`src/hdl/pli_pkg.sv`:
```
//------------------------------------------------------------------------------
// pli_pkg
// Shared types and constants of the piecewise linear interpolator.
//------------------------------------------------------------------------------
package pli_pkg;

   localparam int TABLE_DEPTH = 16;
   localparam int IDX_W = 4;
   localparam int CNT_W = 5;

   localparam logic [1:0] ST_OK    = 2'd0;
   localparam logic [1:0] ST_COUNT = 2'd1;
   localparam logic [1:0] ST_RANGE = 2'd2;
   localparam logic [1:0] ST_TABLE = 2'd3;

   localparam logic signed [31:0] ERR_VALUE = -32'sd65536;

   localparam logic [1:0] CSR_MIN_VOLTAGE = 2'd0;
   localparam logic [1:0] CSR_MAX_VOLTAGE = 2'd1;
   localparam logic [1:0] CSR_X_COUNT     = 2'd2;
   localparam logic [1:0] CSR_Y_COUNT     = 2'd3;

   localparam logic CMD_WRITE = 1'b0;
   localparam logic CMD_QUERY = 1'b1;

   typedef struct packed {
      logic               command;
      logic [3:0]         entry_index;
      logic signed [15:0] entry_x;
      logic signed [31:0] entry_y;
      logic signed [15:0] query_x;
   } req_type;

   typedef struct packed {
      logic [1:0]         status;
      logic signed [31:0] interpolated_value;
   } rsp_type;

   // classified job handed from front to back
   typedef struct packed {
      logic               done;      // result already known
      logic               is_write;  // table write carried to the back
      logic [IDX_W-1:0]   entry_index;
      logic signed [15:0] entry_x;
      logic signed [31:0] entry_y;
      logic [1:0]         status;
      logic signed [31:0] value;
      logic signed [15:0] query_x;
      logic [CNT_W-1:0]   count;
   } job_type;

   typedef enum logic [2:0] {
      BK_IDLE, BK_READ, BK_SCAN, BK_FETCH, BK_DIFF, BK_MUL, BK_DIV, BK_DONE
   } back_state_type;

endpackage

```
`src/hdl/pli_front.sv`:
```
//------------------------------------------------------------------------------
// pli_front
// Accepts commands and classifies them into jobs for the back.
//------------------------------------------------------------------------------
module pli_front (
   input  logic                    take,
   input  pli_pkg::req_type        req,
   input  logic signed [15:0]      min_voltage,
   input  logic signed [15:0]      max_voltage,
   input  logic [4:0]              x_count,
   input  logic [4:0]              y_count,
   output logic                    job_valid,
   output pli_pkg::job_type        job
);
   logic [4:0] n;

   always_comb begin
      n = (x_count > 5'(pli_pkg::TABLE_DEPTH)) ? 5'(pli_pkg::TABLE_DEPTH) : x_count;
      job.query_x     = req.query_x;
      job.count       = n;
      job.is_write    = req.command == pli_pkg::CMD_WRITE;
      job.entry_index = req.entry_index;
      job.entry_x     = req.entry_x;
      job.entry_y     = req.entry_y;
      job.done        = 1'b1;
      job.status      = pli_pkg::ST_OK;
      job.value       = '0;
      if (req.command == pli_pkg::CMD_QUERY) begin
         if (x_count != y_count) begin
            job.status = pli_pkg::ST_COUNT;
            job.value  = pli_pkg::ERR_VALUE;
         end else if (req.query_x <= min_voltage || req.query_x >= max_voltage) begin
            job.status = pli_pkg::ST_RANGE;
            job.value  = pli_pkg::ERR_VALUE;
         end else if (n < 5'd2) begin
            job.status = pli_pkg::ST_TABLE;
            job.value  = pli_pkg::ERR_VALUE;
         end else begin
            job.done = 1'b0;
         end
      end
   end

   assign job_valid = take;
endmodule

```
`src/hdl/pli_queue.sv`:
```
//------------------------------------------------------------------------------
// pli_queue
// Two-entry queue of jobs between the front and the back.
//------------------------------------------------------------------------------
module pli_queue (
   input  logic             clock,
   input  logic             reset,
   input  logic             push,
   input  pli_pkg::job_type push_job,
   input  logic             pop,
   output logic             full,
   output logic             empty,
   output pli_pkg::job_type head
);
   pli_pkg::job_type mem_ff [2];
   logic             wp_ff, rp_ff;
   logic [1:0]       cnt_ff;

   assign full  = cnt_ff == 2'd2;
   assign empty = cnt_ff == 2'd0;
   assign head  = mem_ff[rp_ff];

   always_ff @(posedge clock) begin
      if (push) mem_ff[wp_ff] <= push_job;
   end

   always_ff @(posedge clock) begin
      if (reset) begin
         wp_ff <= 1'b0; rp_ff <= 1'b0; cnt_ff <= 2'd0;
      end else begin
         if (push) wp_ff <= ~wp_ff;
         if (pop) rp_ff <= ~rp_ff;
         cnt_ff <= cnt_ff + 2'(push) - 2'(pop);
      end
   end
endmodule

```
`src/hdl/pli_back.sv`:
```
//------------------------------------------------------------------------------
// pli_back
// Holds the breakpoint table, applies writes in order, scans it and
// interpolates with a serial divider.
//------------------------------------------------------------------------------
module pli_back (
   input  logic                clock,
   input  logic                reset,
   input  logic                job_ready,
   input  pli_pkg::job_type    job,
   output logic                job_pop,
   output logic                rsp_strobe,
   output pli_pkg::rsp_type    rsp
);
   logic signed [15:0] bx_mem [pli_pkg::TABLE_DEPTH];
   logic signed [31:0] by_mem [pli_pkg::TABLE_DEPTH];

   pli_pkg::back_state_type state_ff, state_in;
   logic signed [15:0]      qx_ff;
   logic [4:0]              cnt_ff;
   logic [4:0]              idx_ff;
   logic signed [15:0]      rx_ff, x2_ff;
   logic signed [31:0]      ry_ff, y1_ff, y2_ff;
   logic [15:0]             qd_ff, dx_ff;
   logic signed [32:0]      dy_ff;
   logic [15:0]             rem_ff;
   logic [31:0]             quo_ff;   // dividend low bits, shifted out as quotient fills
   logic                    neg_ff;
   logic [4:0]              bit_ff;
   logic [1:0]              ost_ff;
   logic signed [31:0]      oval_ff;
   logic                    ostb_ff;

   logic [3:0]  rd_addr;
   logic        tbl_we;
   logic        below;
   logic [31:0] dy_mag;
   logic [47:0] prod;
   logic [16:0] rem_sh;
   logic [16:0] rem_sub;
   logic        q_bit;
   logic [15:0] rem_next;
   logic [31:0] quo_next;

   assign rd_addr = idx_ff[3:0];
   assign tbl_we  = state_ff == pli_pkg::BK_IDLE && job_ready && job.is_write;
   assign below   = qx_ff < rx_ff;

   // table: one write port, one registered read port
   always_ff @(posedge clock) begin
      if (tbl_we) begin
         bx_mem[job.entry_index] <= job.entry_x;
         by_mem[job.entry_index] <= job.entry_y;
      end
      rx_ff <= bx_mem[rd_addr];
      ry_ff <= by_mem[rd_addr];
   end

   // quotient is known to fit 32 bits, so only 32 restoring steps are needed
   assign dy_mag   = dy_ff[32] ? 32'(-dy_ff) : dy_ff[31:0];
   assign prod     = 48'(qd_ff) * 48'(dy_mag);
   assign rem_sh   = {rem_ff, quo_ff[31]};
   assign rem_sub  = rem_sh - {1'b0, dx_ff};
   assign q_bit    = !rem_sub[16];
   assign rem_next = q_bit ? rem_sub[15:0] : rem_sh[15:0];
   assign quo_next = {quo_ff[30:0], q_bit};

   always_comb begin
      state_in = state_ff;
      unique case (state_ff)
         pli_pkg::BK_IDLE:  if (job_ready) state_in = job.done ? pli_pkg::BK_DONE
                                                             : pli_pkg::BK_READ;
         pli_pkg::BK_READ:  state_in = pli_pkg::BK_SCAN;
         pli_pkg::BK_SCAN:
            if (below) state_in = (idx_ff == 5'd0) ? pli_pkg::BK_DONE : pli_pkg::BK_FETCH;
            else if (idx_ff + 5'd1 >= cnt_ff) state_in = pli_pkg::BK_DONE;
            else state_in = pli_pkg::BK_READ;
         pli_pkg::BK_FETCH: state_in = pli_pkg::BK_DIFF;
         pli_pkg::BK_DIFF:  state_in = pli_pkg::BK_MUL;
         pli_pkg::BK_MUL:   state_in = pli_pkg::BK_DIV;
         pli_pkg::BK_DIV:   if (bit_ff == 5'd0) state_in = pli_pkg::BK_DONE;
         pli_pkg::BK_DONE:  state_in = pli_pkg::BK_IDLE;
      endcase
   end

   always_comb begin
      job_pop = state_ff == pli_pkg::BK_IDLE && job_ready;
   end

   always_ff @(posedge clock) begin
      if (reset) begin
         state_ff <= pli_pkg::BK_IDLE;
         ostb_ff  <= 1'b0;
      end else begin
         state_ff <= state_in;
         ostb_ff  <= 1'b0;
         unique case (state_ff)
            pli_pkg::BK_IDLE: if (job_ready) begin
               qx_ff   <= job.query_x;
               cnt_ff  <= job.count;
               idx_ff  <= 5'd0;
               ost_ff  <= job.status;
               oval_ff <= job.value;
            end
            pli_pkg::BK_READ: ;
            pli_pkg::BK_SCAN:
               if (below) begin
                  if (idx_ff == 5'd0) begin
                     ost_ff <= pli_pkg::ST_TABLE; oval_ff <= pli_pkg::ERR_VALUE;
                  end else begin
                     x2_ff  <= rx_ff; y2_ff <= ry_ff;
                     idx_ff <= idx_ff - 5'd1;
                  end
               end else if (idx_ff + 5'd1 >= cnt_ff) begin
                  ost_ff <= pli_pkg::ST_TABLE; oval_ff <= pli_pkg::ERR_VALUE;
               end else begin
                  idx_ff <= idx_ff + 5'd1;
               end
            pli_pkg::BK_FETCH: ;
            pli_pkg::BK_DIFF: begin
               y1_ff <= ry_ff;
               dx_ff <= 16'(17'(x2_ff) - 17'(rx_ff));
               qd_ff <= 16'(17'(qx_ff) - 17'(rx_ff));
               dy_ff <= 33'(y2_ff) - 33'(ry_ff);
            end
            pli_pkg::BK_MUL: begin
               rem_ff <= prod[47:32];
               quo_ff <= prod[31:0];
               neg_ff <= dy_ff[32];
               bit_ff <= 5'd31;
            end
            pli_pkg::BK_DIV: begin
               rem_ff <= rem_next;
               quo_ff <= quo_next;
               bit_ff <= bit_ff - 5'd1;
               if (bit_ff == 5'd0) begin
                  ost_ff  <= pli_pkg::ST_OK;
                  oval_ff <= neg_ff ? y1_ff - $signed(quo_next) : y1_ff + $signed(quo_next);
               end
            end
            pli_pkg::BK_DONE: ostb_ff <= 1'b1;
         endcase
      end
   end

   assign rsp_strobe = ostb_ff;
   assign rsp.status = ost_ff;
   assign rsp.interpolated_value = oval_ff;
endmodule

```
`src/hdl/piecewise_linear_interpolator_core.sv`:
```
//------------------------------------------------------------------------------
// piecewise_linear_interpolator_core
// Breakpoint table lookup with linear interpolation.
//------------------------------------------------------------------------------
// Pulse start with a req_ payload while busy is low. Command write stores one
// breakpoint pair; command query interpolates query_x over the table.
// Each transaction gives one result on rsp_ ports for one cycle, marked by
// rsp_strobe; the receiver cannot stall.
// The front classifies a transaction in its accept cycle and pushes a job
// into a two-entry queue; busy is high while that queue is full.
// The back applies table writes in order, scans the table one entry at a
// time through a read and a scan state (registered read), then divides one
// quotient bit per cycle over 32. Writes and early errors go straight from
// the queue to a result; a query scans up to the first breakpoint above it
// or the table's end, and only an interpolated query goes on to the divider.
// The back takes the next job in the result cycle.
// Configuration is written on the csr_ channel, always ready.
// Reset is synchronous; table contents are undefined until written.
//------------------------------------------------------------------------------
module piecewise_linear_interpolator_core (
   input  logic             clock,
   input  logic             reset,
   input  logic             start,
   output logic             busy,
   input  pli_pkg::req_type req_payload,
   output logic             rsp_strobe,
   output pli_pkg::rsp_type rsp_payload,
   input  logic             csr_valid,
   output logic             csr_ready,
   input  logic [1:0]       csr_index,
   input  logic [31:0]      csr_data
);
   logic signed [15:0] min_ff, max_ff;
   logic [4:0]         xc_ff, yc_ff;

   always_ff @(posedge clock) begin
      if (reset) begin
         min_ff <= 16'sh8000; max_ff <= 16'sh7fff; xc_ff <= '0; yc_ff <= '0;
      end else if (csr_valid && csr_ready) begin
         unique case (csr_index)
            pli_pkg::CSR_MIN_VOLTAGE: min_ff <= csr_data[15:0];
            pli_pkg::CSR_MAX_VOLTAGE: max_ff <= csr_data[15:0];
            pli_pkg::CSR_X_COUNT:     xc_ff  <= csr_data[4:0];
            pli_pkg::CSR_Y_COUNT:     yc_ff  <= csr_data[4:0];
            default: ;
         endcase
      end
   end
   assign csr_ready = 1'b1;

   logic take, jv, full, empty, pop;
   pli_pkg::job_type fj, hj;

   assign busy = full;
   assign take = start && !busy;

   pli_front u_front (.take, .req(req_payload),
      .min_voltage(min_ff), .max_voltage(max_ff), .x_count(xc_ff), .y_count(yc_ff),
      .job_valid(jv), .job(fj));

   pli_queue u_queue (.clock, .reset, .push(jv), .push_job(fj), .pop,
      .full, .empty, .head(hj));

   pli_back u_back (.clock, .reset,
      .job_ready(!empty), .job(hj), .job_pop(pop), .rsp_strobe, .rsp(rsp_payload));
endmodule

```
`config.mk`:
```
export PLATFORM = sky130hd
export DESIGN_NAME = piecewise_linear_interpolator_core
export DESIGN_NICKNAME = d
export VERILOG_FILES = /design/src/hdl/pli_pkg.sv /design/src/hdl/pli_front.sv /design/src/hdl/pli_queue.sv /design/src/hdl/pli_back.sv /design/src/hdl/piecewise_linear_interpolator_core.sv
export SDC_FILE = /design/constraint.sdc
export NUM_CORES = 2
export LEC_CHECK = 0
export ABC_CLOCK_PERIOD_IN_PS = 10500
export BUFFER_PORTS_ARGS = -buffer_cell sky130_fd_sc_hd__buf_2
export CELL_PAD_IN_SITES_DETAIL_PLACEMENT = 1
export CELL_PAD_IN_SITES_GLOBAL_PLACEMENT = 2
export CORE_ASPECT_RATIO = 0.6
export CORE_MARGIN = 3
export CORE_UTILIZATION = 42
export DETAILED_ROUTE_END_ITERATION = 10
export HOLD_SLACK_MARGIN = 0.08
export PLACE_DENSITY = 0.79
export SLEW_MARGIN = 20
export SYNTH_ARGS = -nofsm -noshare
export SYNTH_HDL_FRONTEND = slang
export SYNTH_SLANG_ARGS = --single-unit
```
`constraint.sdc`:
```
create_clock -name clock -period 10.5 [get_ports clock]
set_input_delay 2.625 -clock clock [delete_from_list [all_inputs] [get_ports clock]]
set_output_delay 2.625 -clock clock [all_outputs]
set_load 0.02 [all_outputs]
```
; ---- After elaboration in Yosys (flattened, before gate mapping)
; Memory sizes are Yosys's and may differ from the RTL's. A register that Yosys moved wholly into a read port is not among the register bits.
; Index checks and enable logic that the tools add are counted.
[word_totals]
regBits = 309
n_memories = 3
output_inout_bits = 37
ram_bits = 986
[mem_list]
columns = name, depth, width, read_ports, rd_ports_with_merged_regs, write_ports, line_no
row1 = u_back.by_mem, 16, 32, 1, 1, 1, pli_back.sv:16  ; logic signed [31:0] by_mem [pli_pkg::TABLE_DEPTH];
row2 = u_back.bx_mem, 16, 16, 1, 1, 1, pli_back.sv:15  ; logic signed [15:0] bx_mem [pli_pkg::TABLE_DEPTH];
row3 = u_queue.mem_ff, 2, 109, 1, 1, 1, pli_queue.sv:15  ; pli_pkg::job_type mem_ff [2];
[op_classes]
muxes = 46
reduce_logical = 27
eq_ne = 18
order_cmp = 6
add_sub_neg = 12
bitwise = 6
mul = 1
[op_table]
columns = op, count
row1 = two-way mux 32 bit, 7
row2 = two-way mux 34 bit, 4
row3 = case mux 32 bit (3 select lines), 1
row4 = case mux 32 bit (2 select lines), 1
row5 = multiplier 16 x 32 -> 48 bit, 1
row6 = subtractor 32 x 32 -> 33 bit, 1
row7 = adder 32 bit, 1
row8 = negator 32 bit, 1
row9 = case mux 16 bit (2 select lines), 1
row10 = subtractor 16 bit, 2
row11 = subtractor 32 bit, 1
row12 = two-way mux 5 bit, 5
row13 = case mux 3 bit (8 select lines), 1
row14 = case mux 5 bit (2 select lines), 2
row15 = two-way mux 3 bit, 6
row16 = subtractor 17 x 16 -> 17 bit, 1
row17 = greater-or-equal comparator 16 bit, 1
row18 = <= comparator 16 bit, 1
row19 = < comparator 16 bit, 1
row20 = two-way mux 16 bit, 1
row21 = AND reduction 2 bit, 8
row22 = equality test 3 bit (second input constant), 4
row23 = two-way mux 1 bit, 11
row24 = logical NOT 5 bit, 2
row25 = 31 further kinds, 51

; ---- Depth between registers and ports, before layout
[logic_depth]
ltp_word = 7
ltp_mapped = 34

; ---- Hierarchy
; From an unflattened synthesis, not the netlist that was laid out.
[unflattened]
cells_unflattened = 5711
area_unflattened_um2 = 74179.9
[by_module_without_submodules]
columns = mod, area_per_inst_um2, instances, cells_each, seq_area_each_um2
row1 = pli_back, 62547.5, 1, 4937, 31880.6
row2 = pli_queue, 8106.5, 1, 360, 6646.4
row3 = piecewise_linear_interpolator_core, 1767.9, 1, 178, 840.8
row4 = pli_front, 1757.9, 1, 236, 0.0

; ---- Worst setup path before layout
; Ideal clock, no wire load.
[synth_timing]
kind = input to register
startpoint = input port reset
endpoint = register u_back.dx_ff[0], enable pin
setup_time_ns = 0.671
arrival_ns = 9.526
stages = 3
t_required_ns = 9.829
path_slack_ns = 0.303
path_buffers = 1
cell_sequence = clkbuf_1 nand2b_1 nor3_1
[synth_between]
elab_chain_cells = 2
[synth_lines]
columns = item, line_no
row1 = "start, declared", piecewise_linear_interpolator_core.sv:22  ; input logic reset,
row2 = inverter 1 bit (no source line), --
row3 = AND reduction 2 bit (no source line), --
row4 = "end signal, assigned", pli_back.sv:122  ; dx_ff <= 16'(17'(x2_ff) - 17'(rx_ff));
row5 = "end, declared", pli_back.sv:24  ; logic [15:0] qd_ff, dx_ff;
; Every way passes these cells.
; A chain may end at the register's enable or synchronous reset.

; ---- Final worst setup path
[layout_timing]
startpoint = register u_back.dy_ff[3]
endpoint = register u_back.rem_ff[14], data pin
[layout_between]
elab_chain_cells = 4
[layout_lines]
columns = item, line_no
row1 = "start, declared", pli_back.sv:25  ; logic signed [32:0] dy_ff;
row2 = "start signal, assigned", pli_back.sv:124  ; dy_ff <= 33'(y2_ff) - 33'(ry_ff);
row3 = negator 32 bit, pli_back.sv:60  ; assign dy_mag = dy_ff[32] ? 32'(-dy_ff) : dy_ff[31:0];
row4 = two-way mux 32 bit (*), pli_back.sv:60
row5 = multiplier 16 x 32 -> 48 bit (*), pli_back.sv:61  ; assign prod = 48'(qd_ff) * 48'(dy_mag);
row6 = case mux 16 bit (2 select lines) (*), pli_back.sv:97  ; unique case (state_ff)
row7 = "end signal, assigned", pli_back.sv:127  ; rem_ff <= prod[47:32];
row8 = "end signal, assigned", pli_back.sv:133  ; rem_ff <= rem_next;
row9 = "end, declared", pli_back.sv:26  ; logic [15:0] rem_ff;
; Every way passes the cells marked *; elsewhere a longest branch is shown, timed or not.

==> impl_results.md <==
- Share of cells above drive strength 1: 0.1464
- Vias in the first global route: 44500
- Global routing's busiest layer: met1
- Maximum number of pins on one net before global-route repair: between 100 and 150
- RSZ-0062 raised after global routing: false
- Max-Slew Margin vs Limit: 0.2318
- Fin. Hold Viols: 0
- Nets: between 6000 and 7000
- Synth area leaders: edfxtp_1 (51%), fa_1 (12%), mux4_2 (7.7%)
- Fmax: between 0.1 and 0.15 GHz
- Post-synth EDFFs: approximately 1200
- Final Cycle Share: 0.8910
- GP Congestion: approximately 0.84
- Routed wire per std cell: 24.30 um
- Vias per cell: around 5.5
- CTS hold repair buffers: 0
- Synth area leader: edfxtp_1
- Async S/R FF share, synth: 0
- All-Layer GR Usage: 0.2147
- Least-Margin Pin Slew: approximately 1.2 ns
- Flops & latches, synth: 1282
- Crit path capture type: register
- Skew-Pair Late Insertion Delay: 0.74 ns
- Met3 Use GR: 0.04184
- Clock buffer depth: 3
- Post-CTS Setup Inserts: 0
- WP data required: around 11 ns
- PostCTS Resize Cnt: 0
- Filler Cell Count: 16620
- DR iter-0 viols: between 3000 and 4000
- Syn_area_per_cell: about 14 sq um
- Dpl hpwl: 124.6 mm
- Final Max Slew Viols: 0
- Number of port buffers: around 130
- Io pins: 144
- Root Buffer: clkbuf_16
- Yosys cell types: 86
- Grt total ovfl: 0
- Post-Synthesis Net Count: between 5000 and 6000
- Crit path max-delay cell type: o41ai_1
- Critical path class: register to register
- TritonCTS clock tree: built
- CTS Sinks: between 1000 and 1500
- Hold WC Path Type: register to register
- Die ar.: roughly 170000 sq um
- 1st-pass router iterations: 5
- Most frequent cell on the critical path: fa_1
- GR Layer Usage met1: 0.3291
- Synth Flop Type: edfxtp_1
- Initial Util: 0.4251
- Drc violations: 0
- Cts bufs inserted: 110
- Post-synth top area share: 0.5068
- Maxcap violations: 0
- DIE HEIGHT: around 320 um
- Routed via count: roughly 41000
- Antenna violations before repair: 6
- First-pass GRT wire length: approximately 280 mm
- Run status: finished, final reports clean
- Final WL: about 180 mm
- Die width: between 500 and 600 um
- Max incr delay on CP: 0.77 ns
- Crit start category: register
- Detail Route Antenna Nets: 0
- Clock Skews: approximately 0.057 ns
- Post-route minimum period: 9.355 ns
- Setup_tns: 0 ns
- CTS clk-pin slew, worst paths: 0.07 ns
- Yosys warnings: 0
- Area delta synth->final: 10.77%
- Largest fanout on the critical path: 16
- Placeable Area: approximately 160000 sq um
- Final setup viols: 0
- Met2 GRT Util: 0.3244
- Synthesized instance count: 5094
- H-tree levels: 3
- Final Util: 0.4709
- CP arrival: between 9 and 10 ns
- Sequential cell area fraction in the yosys report: 0.5351
- Cell area after synthesis: roughly 70000 sq um
- Num rows: 115
[sequential cells by signal (all words and copies together), names as in the netlist, 16 cells and up, named ones only]
register        cells
u_back.by_mem     512
u_back.dx_ff       16
u_back.dy_ff       33
u_back.oval_ff     32
u_back.y2_ff       32
u_back.rem_ff      16
min_ff             16
u_back.x2_ff       16
u_back.rx_ff       16
u_back.bx_mem     256
u_back.qd_ff       16
max_ff             16
u_back.qx_ff       16
u_back.y1_ff       32
u_back.ry_ff       32
u_back.quo_ff      32
u_queue.mem_ff    156
[cell type report]
class                   count  area [sq um]  area share
diodes                      2         5.005  0.00006446
clock buffers             134          2923     0.03764
clock inverters            74         884.6     0.01139
inverters                 599          2250     0.02897
multi-input cells        3010         29880      0.3849
flip-flops and latches   1282         37510      0.4831
well taps                2223          2781     0.03582
repair buffers            223          1404     0.01808
[worst paths after layout]
check	to	slack (ns)	from	depth (start not counted)
min	u_back.x2_ff[7]$_DFFE_PP_	0.44	u_back.rx_ff[7]$_DFF_P_	0
min reg2reg	u_back.x2_ff[7]$_DFFE_PP_	0.44	u_back.rx_ff[7]$_DFF_P_	0
max	u_back.rem_ff[14]$_DFFE_PP_	1.15	u_back.dy_ff[3]$_DFFE_PP_	29
max reg2reg	u_back.rem_ff[14]$_DFFE_PP_	1.15	u_back.dy_ff[3]$_DFFE_PP_	29
[metal layers]
metal | vias up | share of wire
li1 | 18310 | -
met1 | 21800 | 0.48
met2 | 1217 | 0.44
met3 | 163 | 0.069
met4 | 2 | 0.012
met5 | - | 0.00010
[cell families (layout without fill, tap and decap cells)]
family,after synthesis,count (layout),share of synthesized area
mux,338,338,0.09247
compound gates,579,579,0.05311
other cells,1,3,0.00005350
flops,1282,1282,0.5351
buf+inv,802,1030,0.04311
xor+xnor,187,187,0.02337
simple gates,1207,1207,0.08292
fa+ha+maj,698,698,0.1699
[metrics by stage]
stage / hold slack [ns] / instances / area (sq um) / setup slack [ns]
2_1_floorplan: 0.4082 / 5094 / 70090 / 0.3030
3_3_place_gp: 0.4217 / 7336 / 73750 / 1.340
3_5_place_dp: 0.4231 / 7336 / 73750 / 1.195
4_1_cts: 0.4409 / 7544 / 77560 / 1.151
5_1_grt: 0.4648 / 7546 / 77640 / 0.5912
6_report: 0.4406 / 7547 / 77640 / 1.145
[critical path, delay by kind of cell (launching register included)]
kind	cells	cell delay, ns
buffers and inverters	5	0.71
DFF	1	0.45
AOI/OAI and AO/OA	10	2.74
xor gates and xnor gates	1	0.19
and+or+nand+nor	6	1.51
adders and majority gates	7	3.45
[layout by cell type, fill, tap and decap left out, types with 20 or more instances in the layout]
cell       synthesis  layout
xor2_1            58      58
edfxtp_1        1183    1183
nor2b_1           41      41
fa_1             423     423
nor3_1            56      54
mux2i_1           22      22
a31oi_1           32      31
clkbuf_16          0     110
a21o_1            70      70
buf_2              0     126
xnor2_1          129     118
nand2b_1          34      34
and2_1           216     216
nand3_1           45      45
a21oi_1          175     174
nor2_1           204     186
dfxtp_1           99      98
buf_4              1      94
mux4_2           240     240
nand2_1          489     488
and3_1            21      20
ha_1             275     275
o21ai_0          102     102
clkinv_2           0      26
o21a_1            26      26
inv_1            597     597
mux2_2            76      76
[cell usage after synthesis (15+ instances only)]
master / count
edfxtp_1: 1183
inv_1: 597
nand2_1: 489
fa_1: 423
ha_1: 275
mux4_2: 240
and2_1: 216
nor2_1: 204
clkbuf_1: 180
a21oi_1: 175
xnor2_1: 129
o21ai_0: 102
dfxtp_1: 99
mux2_2: 76
a21o_1: 70
xor2_1: 58
nor3_1: 56
nand3_1: 45
nor2b_1: 41
nand2b_1: 34
a31oi_1: 32
o21a_1: 26
mux2i_1: 22
and3_1: 21
buf_1: 21
a211o_1: 19
a211oi_1: 18
o31ai_1: 17
nand4_1: 15
nor4_1: 15
Power is not shown: default switching activity piles up to over one toggle a cycle in this logic, so the estimate is an artifact.
